[src/sism_pkg.sv]
`timescale 1ns / 1ps
// Shared types, codes and constants for the stationary inactivity state machine.
// No dependencies; imported by every module of the block.

package sism_pkg;

    // Field widths
    localparam int OP_W     = 2;
    localparam int SAMPLE_W = 16;
    localparam int MODE_W   = 2;
    localparam int COUNT_W  = 8;
    localparam int DIST_W   = 18;
    localparam int CFG_IDX_W  = 3;
    localparam int CFG_DATA_W = 18;

    // Stream word widths, padded to whole bytes
    localparam int S_TDATA_W = 56;
    localparam int M_TDATA_W = 32;

    // Operation codes carried on the input tuser
    localparam logic [OP_W-1:0] OP_TICK    = 2'd0;
    localparam logic [OP_W-1:0] OP_TAP     = 2'd1;
    localparam logic [OP_W-1:0] OP_SW_WAKE = 2'd2;
    localparam logic [OP_W-1:0] OP_REEVAL  = 2'd3;

    // Mode (state) codes
    localparam logic [MODE_W-1:0] MODE_AWAKE      = 2'd0;
    localparam logic [MODE_W-1:0] MODE_STATIONARY = 2'd1;
    localparam logic [MODE_W-1:0] MODE_PEEKING    = 2'd2;
    localparam logic [MODE_W-1:0] MODE_DISABLED   = 2'd3;

    // Internal transition requests
    localparam logic [1:0] REQ_SLEEP   = 2'd0;
    localparam logic [1:0] REQ_WAKE    = 2'd1;
    localparam logic [1:0] REQ_ENABLE  = 2'd2;
    localparam logic [1:0] REQ_DISABLE = 2'd3;

    // Configuration register indexes
    localparam logic [CFG_IDX_W-1:0] CFG_WAIT_MINUTES    = 3'd0;
    localparam logic [CFG_IDX_W-1:0] CFG_PEEK_MINUTES    = 3'd1;
    localparam logic [CFG_IDX_W-1:0] CFG_IDLE_THRESHOLD  = 3'd2;
    localparam logic [CFG_IDX_W-1:0] CFG_FEATURE_ENABLED = 3'd3;
    localparam logic [CFG_IDX_W-1:0] CFG_RUNLEVEL_ALLOW  = 3'd4;

    // Reset values
    localparam logic [COUNT_W-1:0] WAIT_MINUTES_RST   = 8'd30;
    localparam logic [COUNT_W-1:0] PEEK_MINUTES_RST   = 8'd5;
    localparam logic [DIST_W-1:0]  IDLE_THRESHOLD_RST = 18'd50;
    localparam logic [MODE_W-1:0]  MODE_RST           = MODE_DISABLED;
    localparam logic [COUNT_W-1:0] COUNT_RST          = 8'd30;

    typedef struct packed {
        logic [COUNT_W-1:0] wait_minutes;
        logic [COUNT_W-1:0] peek_minutes;
        logic [DIST_W-1:0]  idle_threshold;
        logic               feature_enabled;
        logic               runlevel_allow;
    } cfg_t;

    typedef struct packed {
        logic signed [SAMPLE_W-1:0] x;
        logic signed [SAMPLE_W-1:0] y;
        logic signed [SAMPLE_W-1:0] z;
    } sample_t;

    typedef struct packed {
        logic [MODE_W-1:0]  mode;
        logic [COUNT_W-1:0] minutes_left;
        logic [DIST_W-1:0]  motion_distance;
    } result_t;

endpackage

[src/stationary_inactivity_state_machine_top.sv]
`timescale 1ns / 1ps
// Stationary inactivity state machine, top level with stream ports.
// An accepted word goes to the input register, its result to the output register.
// Throughput: one word per cycle unless the output stalls; state update and result
// are one pass of logic between the input register and the output register.
// Reset: async active low; mode disabled, countdown 30, stored sample zero,
// registers at their defaults, both stream registers empty.

module stationary_inactivity_state_machine_top (
    input  logic                             clk,
    input  logic                             rst_n,
    // Configuration write port
    input  logic                             cfg_we,
    input  logic [sism_pkg::CFG_IDX_W-1:0]   cfg_index,
    input  logic [sism_pkg::CFG_DATA_W-1:0]  cfg_data,
    // Input stream
    input  logic                             s_tvalid,
    output logic                             s_tready,
    input  logic [sism_pkg::S_TDATA_W-1:0]   s_tdata,  // accel_x, accel_y, accel_z, usb_powered, pad
    input  logic [sism_pkg::OP_W-1:0]        s_tuser,  // operation
    // Output stream
    output logic                             m_tvalid,
    input  logic                             m_tready,
    output logic [sism_pkg::M_TDATA_W-1:0]   m_tdata   // mode, minutes_left, motion_distance,
                                                       // high_sensitivity, pad
);
    import sism_pkg::*;

    logic              in_vld_reg;
    logic [OP_W-1:0]   in_op_reg;
    sample_t           in_sample_reg;
    logic              in_usb_reg;

    logic              out_vld_reg;
    result_t           out_res_reg;

    logic              fire;
    cfg_t              cfg;
    result_t           result;

    sism_cfg u_cfg (
        .clk       (clk),
        .rst_n     (rst_n),
        .cfg_we    (cfg_we),
        .cfg_index (cfg_index),
        .cfg_data  (cfg_data),
        .cfg       (cfg)
    );

    // Process the held word when the output register is free or draining
    assign fire     = in_vld_reg && (!out_vld_reg || m_tready);
    assign s_tready = !in_vld_reg || fire;

    // Input register
    always_ff @(posedge clk or negedge rst_n)
    begin
        if (!rst_n)
        begin
            in_vld_reg <= 1'b0;
        end
        else if (s_tready)
        begin
            in_vld_reg <= s_tvalid;
        end
    end

    always_ff @(posedge clk)
    begin
        if (s_tready && s_tvalid)
        begin
            in_op_reg       <= s_tuser;
            in_sample_reg.x <= s_tdata[15:0];
            in_sample_reg.y <= s_tdata[31:16];
            in_sample_reg.z <= s_tdata[47:32];
            in_usb_reg      <= s_tdata[48];
        end
    end

    sism_fsm u_fsm (
        .clk         (clk),
        .rst_n       (rst_n),
        .fire        (fire),
        .op          (in_op_reg),
        .sample      (in_sample_reg),
        .usb_powered (in_usb_reg),
        .cfg         (cfg),
        .result      (result)
    );

    // Output register: load on fire, drop once taken
    always_ff @(posedge clk or negedge rst_n)
    begin
        if (!rst_n)
        begin
            out_vld_reg <= 1'b0;
        end
        else if (fire)
        begin
            out_vld_reg <= 1'b1;
        end
        else if (m_tready)
        begin
            out_vld_reg <= 1'b0;
        end
    end

    always_ff @(posedge clk)
    begin
        if (fire)
        begin
            out_res_reg <= result;
        end
    end

    assign m_tvalid = out_vld_reg;
    assign m_tdata  = {3'b000,
                       (out_res_reg.mode == MODE_STATIONARY),
                       out_res_reg.motion_distance,
                       out_res_reg.minutes_left,
                       out_res_reg.mode};

endmodule

[src/sism_cfg.sv]
`timescale 1ns / 1ps
// Configuration register file: five write-only settings with reset defaults.
// Depends on sism_pkg.

module sism_cfg (
    input  logic                           clk,
    input  logic                           rst_n,
    input  logic                           cfg_we,
    input  logic [sism_pkg::CFG_IDX_W-1:0] cfg_index,
    input  logic [sism_pkg::CFG_DATA_W-1:0] cfg_data,
    output sism_pkg::cfg_t                 cfg
);
    import sism_pkg::*;

    cfg_t cfg_reg;
    cfg_t cfg_next;

    // Decode the register index; unknown indexes leave everything unchanged
    always_comb
    begin
        cfg_next = cfg_reg;
        if (cfg_we)
        begin
            unique case (cfg_index)
                CFG_WAIT_MINUTES:    cfg_next.wait_minutes    = cfg_data[COUNT_W-1:0];
                CFG_PEEK_MINUTES:    cfg_next.peek_minutes    = cfg_data[COUNT_W-1:0];
                CFG_IDLE_THRESHOLD:  cfg_next.idle_threshold  = cfg_data[DIST_W-1:0];
                CFG_FEATURE_ENABLED: cfg_next.feature_enabled = cfg_data[0];
                CFG_RUNLEVEL_ALLOW:  cfg_next.runlevel_allow  = cfg_data[0];
                default:             cfg_next = cfg_reg;
            endcase
        end
    end

    always_ff @(posedge clk or negedge rst_n)
    begin
        if (!rst_n)
        begin
            cfg_reg.wait_minutes    <= WAIT_MINUTES_RST;
            cfg_reg.peek_minutes    <= PEEK_MINUTES_RST;
            cfg_reg.idle_threshold  <= IDLE_THRESHOLD_RST;
            cfg_reg.feature_enabled <= 1'b1;
            cfg_reg.runlevel_allow  <= 1'b0;
        end
        else
        begin
            cfg_reg <= cfg_next;
        end
    end

    assign cfg = cfg_reg;

endmodule

[src/sism_dist.sv]
`timescale 1ns / 1ps
// L1 distance between two signed three-axis samples.
// Depends on sism_pkg.

module sism_dist (
    input  sism_pkg::sample_t              prev,
    input  sism_pkg::sample_t              cur,
    output logic [sism_pkg::DIST_W-1:0]    distance
);
    import sism_pkg::*;

    logic signed [SAMPLE_W:0] dx, dy, dz;
    logic [SAMPLE_W-1:0]      ax, ay, az;

    // Differences in one extra bit so they never overflow
    assign dx = {cur.x[SAMPLE_W-1], cur.x} - {prev.x[SAMPLE_W-1], prev.x};
    assign dy = {cur.y[SAMPLE_W-1], cur.y} - {prev.y[SAMPLE_W-1], prev.y};
    assign dz = {cur.z[SAMPLE_W-1], cur.z} - {prev.z[SAMPLE_W-1], prev.z};

    // Magnitudes fit in 16 bits: at most 65535 per axis
    logic [SAMPLE_W:0] nx, ny, nz;
    assign nx = -dx;
    assign ny = -dy;
    assign nz = -dz;
    assign ax = dx[SAMPLE_W] ? nx[SAMPLE_W-1:0] : dx[SAMPLE_W-1:0];
    assign ay = dy[SAMPLE_W] ? ny[SAMPLE_W-1:0] : dy[SAMPLE_W-1:0];
    assign az = dz[SAMPLE_W] ? nz[SAMPLE_W-1:0] : dz[SAMPLE_W-1:0];

    // Sum of three 16-bit magnitudes fits in 18 bits
    assign distance = {2'b00, ax} + {2'b00, ay} + {2'b00, az};

endmodule

[src/sism_fsm.sv]
`timescale 1ns / 1ps
// Mode state machine, countdown and stored sample; forms the next result word.
// Depends on sism_pkg and sism_dist.

module sism_fsm (
    input  logic                          clk,
    input  logic                          rst_n,
    input  logic                          fire,
    input  logic [sism_pkg::OP_W-1:0]     op,
    input  sism_pkg::sample_t             sample,
    input  logic                          usb_powered,
    input  sism_pkg::cfg_t                cfg,
    output sism_pkg::result_t             result
);
    import sism_pkg::*;

    logic [MODE_W-1:0]  mode_reg, mode_next;
    logic [COUNT_W-1:0] count_reg, count_next;
    sample_t            prev_reg, prev_next;

    logic [DIST_W-1:0]  distance;
    logic [DIST_W-1:0]  dist_out;
    logic [COUNT_W-1:0] count_step;
    logic               req_vld;
    logic [1:0]         req;
    logic               allowed;

    sism_dist u_dist (
        .prev     (prev_reg),
        .cur      (sample),
        .distance (distance)
    );

    assign allowed = cfg.feature_enabled & cfg.runlevel_allow;

    // Decode the operation into a request, a countdown step or nothing
    always_comb
    begin
        req_vld    = 1'b0;
        req        = REQ_SLEEP;
        dist_out   = '0;
        prev_next  = prev_reg;
        count_step = count_reg;
        unique case (op)
            OP_TICK:
            begin
                if (mode_reg != MODE_DISABLED)
                begin
                    dist_out  = distance;
                    prev_next = sample;
                    if (distance < cfg.idle_threshold)
                    begin
                        if (count_reg != '0)
                        begin
                            count_step = count_reg - 1'b1;
                        end
                        else
                        begin
                            req_vld = 1'b1;
                            req     = REQ_SLEEP;
                        end
                    end
                    else
                    begin
                        req_vld = 1'b1;
                        req     = REQ_WAKE;
                    end
                end
            end
            OP_TAP:
            begin
                req_vld = 1'b1;
                req     = REQ_WAKE;
            end
            OP_SW_WAKE:
            begin
                req_vld = allowed;
                req     = REQ_WAKE;
            end
            OP_REEVAL:
            begin
                req_vld = 1'b1;
                req     = (!usb_powered && allowed) ? REQ_ENABLE : REQ_DISABLE;
            end
            default:
            begin
                req_vld = 1'b0;
            end
        endcase
    end

    // Apply the request to the current mode
    always_comb
    begin
        mode_next  = mode_reg;
        count_next = count_step;
        if (req_vld)
        begin
            unique case (mode_reg)
                MODE_AWAKE:
                begin
                    if (req == REQ_SLEEP)
                        mode_next = MODE_STATIONARY;
                    else if (req == REQ_WAKE)
                        count_next = cfg.wait_minutes;
                    else if (req == REQ_DISABLE)
                        mode_next = MODE_DISABLED;
                end
                MODE_STATIONARY:
                begin
                    if (req == REQ_WAKE)
                    begin
                        count_next = cfg.peek_minutes;
                        mode_next  = MODE_PEEKING;
                    end
                    else if (req == REQ_DISABLE)
                        mode_next = MODE_DISABLED;
                end
                MODE_PEEKING:
                begin
                    if (req == REQ_SLEEP)
                        mode_next = MODE_STATIONARY;
                    else if (req == REQ_WAKE)
                    begin
                        count_next = cfg.wait_minutes;
                        mode_next  = MODE_AWAKE;
                    end
                    else if (req == REQ_DISABLE)
                        mode_next = MODE_DISABLED;
                end
                MODE_DISABLED:
                begin
                    if (req == REQ_ENABLE)
                    begin
                        count_next = cfg.wait_minutes;
                        mode_next  = MODE_AWAKE;
                    end
                end
                default:
                begin
                    mode_next = mode_reg;
                end
            endcase
        end
    end

    // Advance state only when the word is processed
    always_ff @(posedge clk or negedge rst_n)
    begin
        if (!rst_n)
        begin
            mode_reg  <= MODE_RST;
            count_reg <= COUNT_RST;
            prev_reg  <= '0;
        end
        else if (fire)
        begin
            mode_reg  <= mode_next;
            count_reg <= count_next;
            prev_reg  <= prev_next;
        end
    end

    assign result.mode            = mode_next;
    assign result.minutes_left    = count_next;
    assign result.motion_distance = dist_out;

endmodule

[config.mk]
export PLATFORM = sky130hd
export DESIGN_NAME = stationary_inactivity_state_machine_top
export DESIGN_NICKNAME = d
export VERILOG_FILES = /design/src/sism_pkg.sv /design/src/stationary_inactivity_state_machine_top.sv /design/src/sism_cfg.sv /design/src/sism_dist.sv /design/src/sism_fsm.sv
export SDC_FILE = /design/constraint.sdc
export NUM_CORES = 1
export LEC_CHECK = 0
export ABC_AREA = 1
export BUFFER_PORTS_ARGS = -buffer_cell sky130_fd_sc_hd__buf_4
export CAP_MARGIN = 20
export CORE_MARGIN = 4
export CORE_UTILIZATION = 30
export CTS_CLUSTER_DIAMETER = 200
export DETAILED_ROUTE_END_ITERATION = 16
export PLACE_DENSITY_LB_ADDON = 0.12
export SETUP_SLACK_MARGIN = 0.5
export SLEW_MARGIN = 25
export SYNTH_ARGS = -nofsm -noshare
export SYNTH_HDL_FRONTEND = slang
export SYNTH_HIERARCHICAL = 1
export SYNTH_SLANG_ARGS = --single-unit
[constraint.sdc]
create_clock -name clk -period 6.7 [get_ports clk]
set_clock_uncertainty 0.2 [all_clocks]
set_input_delay 1.675 -clock clk [delete_from_list [all_inputs] [get_ports clk]]
set_output_delay 1.675 -clock clk [all_outputs]
set_load 0.1 [all_outputs]
Word level (Yosys, flattened, before mapping)
Index checks and enable logic that the tools add are counted.

Bits of input ports: 84. Register bits after elaboration: 175.

Mux-type cells: 32. $add $sub $neg: 9. Order comparisons: 1. Eq/ne operators: 15. Reductions and logical operators: 24. Bitwise gates (word level): 1.

Operator list (number): $mux 8 (9); $sub 16x16->17 (3); $mux 16 (3); $neg 16->16 (3); $pmux 8 s3 (1); $add 17x16->18 (1); $lt 18x18->1 (1); $mux 2 (9); $add 16x16->17 (1); $eq 2x2->1 const B (6); $reduce_and 2->1 (6); $eq 2x1->1 const B (4); $pmux 2 s4 (1); $reduce_bool 8->1 (1); $sub 8x1->8 const B (1); $mux 1 (7); $eq 3x2->1 const B (2); $logic_not 2->1 (3); $pmux 2 s3 (1); $reduce_or 2->1 (3); $eq 3x1->1 const B (1); $eq 3x3->1 const B (1); $logic_and 1x1->1 (3); $logic_not 1->1 (3); other kinds (7) (8).

Logic depth before layout (Yosys ltp)
Depth in word-level cells: 15. Depth in mapped cells: 52.

Hierarchy
Netlist, hierarchy kept.

Modules (own cells, without submodules): sism_dist (times used 1, cells an instance 1071, area an instance 5739.3 um^2); sism_fsm (times used 1, cells an instance 420, area an instance 3664.8 um^2); stationary_inactivity_state_machine_top (times used 1, cells an instance 97, area an instance 2501.1 um^2); sism_cfg (times used 1, cells an instance 167, area an instance 1510.2 um^2).

Worst setup path before layout
No wires, ideal clock.

Kind: reg-to-reg. Start: register u_fsm/prev_reg[32] (netlist bit). End: register out_res_reg (netlist bit m_tdata[8]), data pin. Data arrival time: 5.926 ns. Setup time: 0.254 ns. Setup slack: 0.321 ns. Period minus slack after synthesis: 6.379 ns. Cell stages (with the launch flop): 47. Cell sequence: dfrtp_1 ha_1 fa_1 inv_1 nand3_1 nand2_1 nand3_1 nand3_1 nand2_1 nand3_4 xor2_2 nor2_1 xor2_1 inv_1 ha_1 nand3_1 nand3_1 nand2_1 (+11 left out) a21boi_0 nor2_1 nor2_1 nor2_1 ha_1 nand2_2 nor2_4 nand2_2 nor2_2 o21ai_2 nand3_4 nand2_4 nand2_4 nand2_8 a21oi_4 nand2_4 nand2_2 nand2_2.

RTL lines: from (decl) (line sism_fsm.sv:19) `sample_t prev_reg, prev_next;`; from (signal assigned) (line sism_fsm.sv:160) `prev_reg <= prev_next;`; to (signal assigned) (line stationary_inactivity_state_machine_top.sv:111) `out_res_reg <= result;`; to (decl) (line stationary_inactivity_state_machine_top.sv:35) `result_t out_res_reg;`.

==> metrics <==
final worst-path setup slack=232 ps; type of the setup path with the least slack=reg -> reg; hold-fix buffer count after cts=0; die width=219 µm; CTS buffer count=17; max-capacitance violation count=0; total core area=44200 µm²; leading cell types by total area after synthesis=sky130_fd_sc_hd__edfxtp_1 (18%), sky130_fd_sc_hd__nand2_1 (15%), sky130_fd_sc_hd__dfrtp_1 (15%), sky130_fd_sc_hd__ha_1 (9.9%), sky130_fd_sc_hd__inv_1 (8.1%); final-stage net count=2202; overall die height=219 µm; length of the first detailed-routing pass in iterations=5; total clock sinks=175; clock slew at reported path FFs=70 ps; number of vias after detailed routing=11400; number of flops mapped to enable cells by yosys=79; post-layout minimum cycle time=6470 ps; Clock H-tree levels=4; critical path required time=6920 ps; FF+latch count, synth=175; HPWL after detailed placement=25800 µm; reg2reg path depth=47; DR DRC count=0; worst hold path cell count=2; stage delay of the slowest cell on the critical path=450 ps; wire length of the first global-routing pass=54700 µm; WL final=32800 µm; syn avg cell area=7.64 µm²; area delta synth->final=28.3%; number of cells produced by synthesis=1755; final max-slew violation count=0; post-synth top area share=0.177; 1st-iter DRT viols=467; # port buffers=107; layout cell share with drive strength beyond 1=0.274; average detailed-routed wire length per instance=12.5 µm; GRT Total Usage=0.141; count of endpoints failing hold in the final timing report=0; capture point of the worst reg-to-reg path=u_fsm/count_reg[2]; most instantiated flip-flop cell in the synthesis netlist=sky130_fd_sc_hd__dfrtp_1; overflow left after global routing=0; combined area of all synthesized cells=13400 µm²; crit path capture type=flip-flop; final period utilization=0.965; minimum setup slack among reg-to-reg paths=230 ps; number of top-level pins=118; Critical-path top delay cell=sky130_fd_sc_hd__fa_1; maximum fanout along the worst path=8; effective utilization at floorplan=0.303; placed cell area=15700 µm²; via/cell ratio=4.37; most frequent CP cell=sky130_fd_sc_hd__nand2_2; Setup crit start kind=flip-flop; final number of setup-violating endpoints=0; terminating pin of the worst hold path=u_cfg/cfg[30]; count of nets left with antenna violations after detail routing=0; cell at the root of the clock tree=sky130_fd_sc_hd__clkbuf_16; fill cell instance count of the final layout=4551; origin of the critical flop-to-flop path=in_sample_reg[32]; final antenna diode count=0; Worst slew margin=0.312; worst hold-check path type=reg -> reg; final non-filler cell area=17200 µm²; number of rows created at floorplan=77; highest clock rate=155 MHz; total of warnings raised by yosys=6; setup repair after global routing missed its margin=true; Total Die Area=48200 µm²; Setup WS pre-CTS=-325 ps; via count of the first global-routing pass=11300; unique cell type count in the Yosys netlist=51; library cell with the largest summed area after synthesis=sky130_fd_sc_hd__edfxtp_1; Max clock buf depth=2; initial antenna violation count=0; Worst Hold Launch=u_cfg/cfg[30]; Critical Path AT=6690 ps; run status=finished, final reports clean; insertion delay to the later sink of the worst-skew pair=470 ps; transition time of the tightest slew-check pin=1030 ps; sequential-to-total area share from yosys stat=0.357; Placer Congestion=0.825; share of async-settable or async-resettable flops after synthesis=0.549; CTS tree=done; largest net degree at the start of global routing=58
[layout by cell type (no fill, tap or decap), types with 17 or more instances in the layout]
cell                          n
sky130_fd_sc_hd__a21oi_1     53
sky130_fd_sc_hd__a21oi_2     20
sky130_fd_sc_hd__buf_4      251
sky130_fd_sc_hd__clkbuf_16   17
sky130_fd_sc_hd__dfrtp_1     80
sky130_fd_sc_hd__edfxtp_1    79
sky130_fd_sc_hd__ha_1        86
sky130_fd_sc_hd__inv_1      283
sky130_fd_sc_hd__inv_2       18
sky130_fd_sc_hd__mux2_2      48
sky130_fd_sc_hd__nand2_1    508
sky130_fd_sc_hd__nand2_2     54
sky130_fd_sc_hd__nand3_1    116
sky130_fd_sc_hd__nand4_1     21
sky130_fd_sc_hd__nor2_1     102
sky130_fd_sc_hd__xnor2_1     19
sky130_fd_sc_hd__xor2_1      46
[metal layers]
metal | GRT usage | up-vias | wire (µm)
li1 | - | 6070 | -
met1 | 0.182 | 5203 | 15700
met2 | 0.237 | 125 | 15600
met3 | 0.0250 | 29 | 889
met4 | 0.0506 | 0 | 599
met5 | 0 | - | 0
[critical path: cells and delay by family, from the launching register on]
| kind | cells | cell delay [ps] |
|---|---|---|
| adders and majority gates | 5 | 1570 |
| AOI/OAI and AO/OA | 8 | 1060 |
| xor gates and xnor gates | 3 | 500 |
| buffers and inverters | 8 | 730 |
| and+or+nand+nor | 23 | 2000 |
| DFF | 1 | 340 |
[area by class of cell]
| class | instances | area, µm² | share of cell area |
|---|---|---|---|
| clock inverters | 15 | 179 | 0.0104 |
| repair buffers | 253 | 1910 | 0.111 |
| flip-flops and latches | 175 | 4790 | 0.278 |
| clock buffers | 17 | 425 | 0.0247 |
| multi-input cells | 1256 | 8020 | 0.466 |
| well taps | 592 | 741 | 0.0430 |
| inverters | 304 | 1150 | 0.0666 |
[cell families (layout without fill, tap and decap cells)]
group / count (synthesis) / after routing / share of synthesized area
DFF: 175 / 175 / 0.357
and+or+nand+nor: 875 / 876 / 0.287
other: 1 / 3 / 0.000280
AOI/OAI and AO/OA: 137 / 137 / 0.0574
muxes: 48 / 48 / 0.0403
buffers and inverters: 327 / 589 / 0.0962
adders and majority gates: 111 / 111 / 0.106
xor gates and xnor gates: 81 / 81 / 0.0557
[metrics by stage]
stage | instances | hold slack, ps | setup TNS [ps] | util
2_1_floorplan | 1757 | 236 | 0 | -
3_3_place_gp | 2549 | 252 | -4800 | 0.356
3_5_place_dp | 2549 | 255 | -5590 | 0.356
4_1_cts | 2601 | 267 | 0 | 0.379
5_1_grt | 2612 | 286 | -4320 | 0.389
6_report | 2612 | 263 | 0 | 0.389
[cell usage after synthesis (5+ instances only)]
master,n
sky130_fd_sc_hd__nor2_1,110
sky130_fd_sc_hd__nand3b_1,9
sky130_fd_sc_hd__nand4_1,21
sky130_fd_sc_hd__a21oi_1,72
sky130_fd_sc_hd__edfxtp_1,79
sky130_fd_sc_hd__inv_2,12
sky130_fd_sc_hd__nor2_4,8
sky130_fd_sc_hd__dfrtp_1,80
sky130_fd_sc_hd__ha_1,106
sky130_fd_sc_hd__xnor2_1,20
sky130_fd_sc_hd__xor2_1,56
sky130_fd_sc_hd__buf_2,8
sky130_fd_sc_hd__buf_4,10
sky130_fd_sc_hd__o21ai_0,27
sky130_fd_sc_hd__nand2_1,535
sky130_fd_sc_hd__nand2_4,7
sky130_fd_sc_hd__nand2_2,29
sky130_fd_sc_hd__o21bai_1,5
sky130_fd_sc_hd__o21ai_1,10
sky130_fd_sc_hd__inv_1,291
sky130_fd_sc_hd__nor2_2,7
sky130_fd_sc_hd__dfstp_2,16
sky130_fd_sc_hd__fa_1,5
sky130_fd_sc_hd__mux2_2,48
sky130_fd_sc_hd__nor3_1,12
sky130_fd_sc_hd__nand3_1,125
[how the worst max path moves through the flow]
| stage | start | end | slack [ps] | cells past startpoint |
|---|---|---|---|---|
| floorplan | u_fsm/prev_reg[16] | m_tdata[8] | 520 | 46 |
| global placement | u_fsm/prev_reg[32] | m_tdata[2] | -280 | 42 |
| detailed placement | u_fsm/prev_reg[32] | m_tdata[2] | -320 | 42 |
| CTS | in_sample_reg[32] | u_fsm/count_reg[6] | 40 | 51 |
| global route | in_sample_reg[16] | u_fsm/count_reg[0] | -250 | 49 |
| finish | in_sample_reg[32] | u_fsm/count_reg[2] | 230 | 47 |
[timing repair]
action	in CTS	in global routing
resized for setup	64	85
endpoints found under the setup margin	20	20
gates cloned	1	0
buffers inserted	19	11
pin swaps	63	79
Power is left out: the tool's default activity adds up to more than one toggle a clock period on the data nets, which glitch-free logic cannot reach.
